### config.mk
export PLATFORM = sky130hd
export DESIGN_NAME = integer_to_radix_digits_unit
export DESIGN_NICKNAME = d
export VERILOG_FILES = /design/src/hw/rtl/itrd_pkg.sv /design/src/hw/rtl/integer_to_radix_digits_unit.sv
export SDC_FILE = /design/constraint.sdc
export NUM_CORES = 2
export LEC_CHECK = 0
export BUFFER_PORTS_ARGS = -buffer_cell sky130_fd_sc_hd__buf_2
export CAP_MARGIN = 40
export CORE_MARGIN = 5
export CORE_UTILIZATION = 45
export CTS_BUF_LIST = sky130_fd_sc_hd__clkbuf_4
export CTS_CLUSTER_SIZE = 24
export DETAILED_ROUTE_END_ITERATION = 10
export GPL_ROUTABILITY_DRIVEN = 0
export PLACE_DENSITY = 0.67
export SLEW_MARGIN = 20
export SYNTH_ARGS = -nofsm -noshare
export SYNTH_HDL_FRONTEND = slang
export SYNTH_SLANG_ARGS = --single-unit
### constraint.sdc
create_clock -name clk -period 8.25 [get_ports clk]
set_input_delay 1.2375 -clock clk [delete_from_list [all_inputs] [get_ports clk]]
set_output_delay 1.2375 -clock clk [all_outputs]
set_load 0.02 [all_outputs]
### src/hw/rtl/itrd_pkg.sv
`timescale 1ns / 1ps
`default_nettype none
// ----------------------------------------------------------------------------
// Integer to radix digits: shared package
// Constants, sequencer states and digit helpers for the radix conversion unit.
// ----------------------------------------------------------------------------
package itrd_pkg;

  localparam int VALUE_WIDTH_DEF = 31;
  localparam int RADIX_W         = 6;
  localparam int DIGIT_W         = 6;
  localparam int CHAR_W          = 7;

  localparam logic [RADIX_W-1:0] RADIX_RESET = 6'd10;
  localparam logic [RADIX_W-1:0] RADIX_MIN   = 6'd2;
  localparam logic [RADIX_W-1:0] RADIX_MAX   = 6'd36;

  localparam logic [DIGIT_W-1:0] DIGIT_TEN       = 6'd10;
  localparam logic [CHAR_W-1:0]  CHAR_ZERO       = 7'h30;
  localparam logic [CHAR_W-1:0]  CHAR_ALPHA_BASE = 7'h57;

  typedef enum logic [1:0] {
    ST_IDLE,
    ST_GROW,
    ST_LOAD,
    ST_COUNT
  } state_t;

  function automatic logic [RADIX_W-1:0] eff_radix(input logic [RADIX_W-1:0] r);
    logic [RADIX_W-1:0] res;
    if (r < RADIX_MIN) begin
      res = RADIX_MIN;
    end else if (r > RADIX_MAX) begin
      res = RADIX_MAX;
    end else begin
      res = r;
    end
    return res;
  endfunction

  function automatic logic [CHAR_W-1:0] digit_to_ascii(input logic [DIGIT_W-1:0] d);
    logic [CHAR_W-1:0] res;
    if (d < DIGIT_TEN) begin
      res = CHAR_ZERO + {1'b0, d};
    end else begin
      res = CHAR_ALPHA_BASE + {1'b0, d};
    end
    return res;
  endfunction

endpackage
`default_nettype wire

### src/hw/rtl/integer_to_radix_digits_unit.sv
`timescale 1ns / 1ps
`default_nettype none
// ----------------------------------------------------------------------------
// Integer to radix digits unit
// Converts one unsigned integer into ASCII digits of a configurable base.
// ----------------------------------------------------------------------------
// Usage: an input word (in_value) is taken on in_valid and in_ready. The unit
// then emits one output word per digit, most significant first, on out_valid
// and out_ready; out_last_digit marks the final digit. Zero gives one '0'.
// The base is written through cfg_we and cfg_wdata; the user must do so only
// while the unit is idle, as the block itself does not enforce it. Values
// below two or above thirty-six act as two and thirty-six. An accepted word
// first builds a table of the powers of the base up to the value in a small
// memory; then for each digit of value d the unit reads its power, subtracts
// it d times in the shared subtractor and then emits the digit. in_ready
// returns as the last digit enters the output register.
// A stalled receiver holds the output register, and the sequencer waits with
// the next digit until that register is free.
// Reset clears the sequencer and the output valid flag and sets the base to ten.
// ----------------------------------------------------------------------------
module integer_to_radix_digits_unit
  import itrd_pkg::*;
#(
  parameter int VALUE_WIDTH = VALUE_WIDTH_DEF
) (
  input  wire                     clk,
  input  wire                     rst_n,
  input  wire                     cfg_we,
  input  wire [RADIX_W-1:0]       cfg_wdata,
  input  wire                     in_valid,
  output logic                    in_ready,
  input  wire [VALUE_WIDTH-1:0]   in_value,
  output logic                    out_valid,
  input  wire                     out_ready,
  output logic [CHAR_W-1:0]       out_digit_char,
  output logic                    out_last_digit
);

  localparam int KW = $clog2(VALUE_WIDTH);
  localparam int PW = VALUE_WIDTH + RADIX_W;

  state_t state_r, state_nxt;

  logic [RADIX_W-1:0]     radix_r, radix_nxt;
  logic [RADIX_W-1:0]     base_r, base_nxt;
  logic [VALUE_WIDTH-1:0] rem_r, rem_nxt;
  logic [VALUE_WIDTH-1:0] pow_r, pow_nxt;
  logic [VALUE_WIDTH-1:0] pq_r;
  logic [KW-1:0]          idx_r, idx_nxt;
  logic [DIGIT_W-1:0]     dig_r, dig_nxt;
  logic                   ov_r, ov_nxt;
  logic [CHAR_W-1:0]      oc_r, oc_nxt;
  logic                   ol_r, ol_nxt;

  logic [VALUE_WIDTH-1:0] pow_mem [VALUE_WIDTH];

  logic [PW-1:0] prod;
  logic          grow_ok;
  logic          fits;
  logic          emit;
  logic          accept;

  assign prod    = PW'(pow_r) * PW'(base_r);
  assign grow_ok = (prod <= PW'(rem_r));
  assign fits    = (rem_r >= pq_r);
  assign accept  = in_valid && in_ready;
  assign emit    = (state_r == ST_COUNT) && !fits && (!ov_r || out_ready);

  always_comb begin
    state_nxt = state_r;
    case (state_r)
      ST_IDLE: begin
        if (accept) begin
          state_nxt = ST_GROW;
        end
      end
      ST_GROW: begin
        if (!grow_ok) begin
          state_nxt = ST_LOAD;
        end
      end
      ST_LOAD: begin
        state_nxt = ST_COUNT;
      end
      ST_COUNT: begin
        if (emit) begin
          state_nxt = (idx_r == '0) ? ST_IDLE : ST_LOAD;
        end
      end
      default: begin
        state_nxt = ST_IDLE;
      end
    endcase
  end

  always_comb begin
    radix_nxt = cfg_we ? cfg_wdata : radix_r;
    base_nxt  = base_r;
    rem_nxt   = rem_r;
    pow_nxt   = pow_r;
    idx_nxt   = idx_r;
    dig_nxt   = dig_r;
    oc_nxt    = oc_r;
    ol_nxt    = ol_r;
    ov_nxt    = ov_r && !out_ready;
    in_ready  = (state_r == ST_IDLE);
    case (state_r)
      ST_IDLE: begin
        if (accept) begin
          base_nxt = eff_radix(radix_r);
          rem_nxt  = in_value;
          pow_nxt  = VALUE_WIDTH'(1);
          idx_nxt  = '0;
        end
      end
      ST_GROW: begin
        if (grow_ok) begin
          pow_nxt = prod[VALUE_WIDTH-1:0];
          idx_nxt = idx_r + 1'b1;
        end
      end
      ST_LOAD: begin
        dig_nxt = '0;
      end
      ST_COUNT: begin
        if (fits) begin
          rem_nxt = rem_r - pq_r;
          dig_nxt = dig_r + 1'b1;
        end else if (emit) begin
          ov_nxt = 1'b1;
          oc_nxt = digit_to_ascii(dig_r);
          ol_nxt = (idx_r == '0);
          if (idx_r != '0) begin
            idx_nxt = idx_r - 1'b1;
          end
        end
      end
      default: begin
        in_ready = 1'b0;
      end
    endcase
  end

  always_ff @(posedge clk) begin
    if (!rst_n) begin
      state_r <= ST_IDLE;
      radix_r <= RADIX_RESET;
      ov_r    <= 1'b0;
    end else begin
      state_r <= state_nxt;
      radix_r <= radix_nxt;
      ov_r    <= ov_nxt;
    end
  end

  always_ff @(posedge clk) begin
    base_r <= base_nxt;
    rem_r  <= rem_nxt;
    pow_r  <= pow_nxt;
    idx_r  <= idx_nxt;
    dig_r  <= dig_nxt;
    oc_r   <= oc_nxt;
    ol_r   <= ol_nxt;
  end

  always_ff @(posedge clk) begin
    if (state_r == ST_GROW) begin
      pow_mem[idx_r] <= pow_r;
    end
    pq_r <= pow_mem[idx_r];
  end

  assign out_valid      = ov_r;
  assign out_digit_char = oc_r;
  assign out_last_digit = ol_r;

endmodule
`default_nettype wire

==> metrics.txt <==
initial antenna violation count=7; most common flop cell mapped by yosys=edfxtp_1; synthesized net count=3323; Hold WC Path Type=input port to flop; R2R Path End=pow_r[16]; CTS Buf Count=295; WP data arrival=8480 ps; clock sink count=1088; startpoint types=flop; Initial Util=45.3%; setup_tns=0 ps; R2R depth=26; # hold bufs at CTS=0; setup violators final=0; post-synthesis cell area=49300 um^2; Slew HR=29.3%; boundary pin count=52; Tightest Pin Transition=1060 ps; post-synthesis cell count=3042; Post-synth top cells=1048 x edfxtp_1, 227 x inv_1, 217 x mux4_2, 181 x and2_1, 165 x nor2_1; clk slew on worst S/H paths=70 ps; FMAX=0.130 GHz; RSZ-0062 raised after global routing=no; slowest CP cell=edfxtp_1; final worst path period share=93.0%; YS warnings=0; via-per-instance ratio=5.84; status=finished, final reports clean; ys async rst share=0%; clk_lat worst skew=1220 ps; CP Max Fanout=22; RR Startpoint=base_r[3]; share of the synthesized area in the top cell type=63.8%; FP Rows=121; post-synthesis register bit count=1088; core area=109000 um^2; dpl hpwl=77500 um; Worst Hold Depth=3; Layout Area Growth over Synthesis=12.6%; DR WL/cell=26.6 um; die extent in x=341 um; vias in the first global route=29300; Hold Startpoint=cfg_wdata[3]; critical path class=flop to flop; Pre-antenna DRT Iters=6; TritonCTS clock tree=built; antenna violation net count after detailed routing=0; CP top delay family=adder cells; number of synthesized flops with an enable pin=1048; r2r setup slk=580 ps; Area contributors post-synth=edfxtp_1 64%, mux4_2 9.9%, fa_1 4.8%; Fin. Hold Viols=0; critical path required time=9050 ps; CTS HTree Levels=5; Fin Hold WS=313 ps; CP peak stage delay=770 ps; post-synth cell types=75; number of port buffers=51; cell with the most instances after synthesis=edfxtp_1; final WL=133000 um; root buf cell=clkbuf_4; routed via count=29100; clock skew after layout=130 ps; Nets=3644; Max Cap Violations=0; Final Max Slew Viols=0; CTS Buffer Depth=4; cell taking the most area after synthesis=edfxtp_1; first-pass GRT wire length=194000 um; final instance area=55600 um^2; placed cell area=52000 um^2; Setup crit end kind=flop; WP buf/inv=4; fraction of layout cells with a size suffix above 1=24.9%; sequential fraction of the synthesis area=65.4%; Tot GR Track Use=22.8%; DRC Markers=0; die area=116000 um^2; die span in y=341 um; Overflow after GRT=0; syn avg cell area=16.2 um^2; initial DRC count=3582; Worst Hold Path EP=radix_r[3]; min cycle time layout=7670 ps; pin count of the biggest net entering global routing=159
## metrics by stage
step | worst slack (ps) | cells | utilization [%]
3_5_place_dp | 603 | 4475 | 47.7
5_1_grt | 149 | 4983 | 51.0
2_1_floorplan | 603 | 3042 | -
4_1_cts | 535 | 4969 | 50.9
3_3_place_gp | 787 | 4469 | 47.7
6_report | 575 | 4983 | 51.0
## cell type report
class,instances,area [um^2]
Antenna cell,9,22.5
Clock buffer,418,3140
Clock inverter,76,352
Fill cell,8897,53300
Inverter,228,856
Multi-Input combinational cell,1596,16000
Sequential cell,1088,32300
Tap cell,1414,1770
Timing Repair Buffer,154,1150
## worst register-to-register path, cell delays in order, from the launching register on
cell and delay [ps]:
edfxtp_1 770, buf_4 380, and2_1 200, fa_1 420
fa_1 500, inv_1 50, fa_1 470, inv_1 40
ha_1 450, o21ai_0 140, a21oi_1 370, o2111ai_1 150
a21oi_1 380, nor2_1 130, o21ai_0 180, a21oi_1 100
xnor2_1 180, ha_1 320, nand4_1 70, nor3_1 250
nand2_1 100, nor3_1 190, o2111ai_1 160, nor4_2 450
nand2_1 210, a21oi_4 430, buf_12 240
## routing by layer
layer | routed length (um) | global-route usage (%)
met5 | 0 | 0
met4 | 4130 | 8.53
met3 | 13100 | 5.03
met2 | 62300 | 35.3
met1 | 53100 | 31.9
## registers in the layout, summed over array words and instances, names as in the netlist
signal          count
state_r             2
pow_mem           961
out_valid           1
out_last_digit      1
idx_r               5
out_digit_char      7
rem_r              31
radix_r             6
pow_r              31
dig_r               6
pq_r               31
base_r              6
## worst max path at each step
stage | from | endpoint | cells past startpoint
2_1_floorplan | pow_r[5] | pow_r[0] | 25
3_3_place_gp | base_r[4] | pow_r[21] | 23
3_5_place_dp | base_r[4] | pow_r[19] | 25
4_1_cts | base_r[5] | pow_r[16] | 25
5_1_grt | base_r[2] | pow_r[16] | 27
6_report | base_r[3] | pow_r[16] | 26
## layout by cell type, fill, tap and decap left out, drive strengths merged, types with 17 or more instances in the layout
master / netlist / routed
fa: 119 / 119
dfxtp: 40 / 40
a21oi: 138 / 138
nor2b: 20 / 20
mux2i: 39 / 39
nand2: 115 / 115
nand3: 24 / 24
o21ai: 56 / 56
a21o: 25 / 25
edfxtp: 1048 / 1048
xor2: 18 / 18
clkbuf: 103 / 418
and2: 181 / 181
a22oi: 96 / 96
clkinv: 1 / 70
inv: 227 / 231
a211oi: 17 / 17
nand4: 43 / 43
nor3: 18 / 18
buf: 27 / 154
nor2: 165 / 165
xnor2: 36 / 36
mux4: 217 / 217
ha: 120 / 120
mux2: 21 / 21
## cells by family after synthesis
| kind of cell | Yosys count | synth area share (%) |
|---|---|---|
| buffers and inverters | 358 | 2.73 |
| XOR/XNOR | 54 | 0.959 |
| AND/OR/NAND/NOR | 617 | 6.41 |
| multiplexers | 277 | 11.2 |
| AO/OA/AOI/OAI | 408 | 5.39 |
| flip-flops | 1088 | 65.4 |
| adder cells (fa/ha/maj) | 240 | 7.90 |
## what timing repair did
| action | in CTS | in global routing |
|---|---|---|
| setup buffers | 0 | 1 |
| setup endpoints to repair | 0 | 22 |
| resized for setup | 0 | 1 |
Power is left out: the tool's default activity adds up to more than one toggle a clock period on the data nets, which glitch-free logic cannot reach.
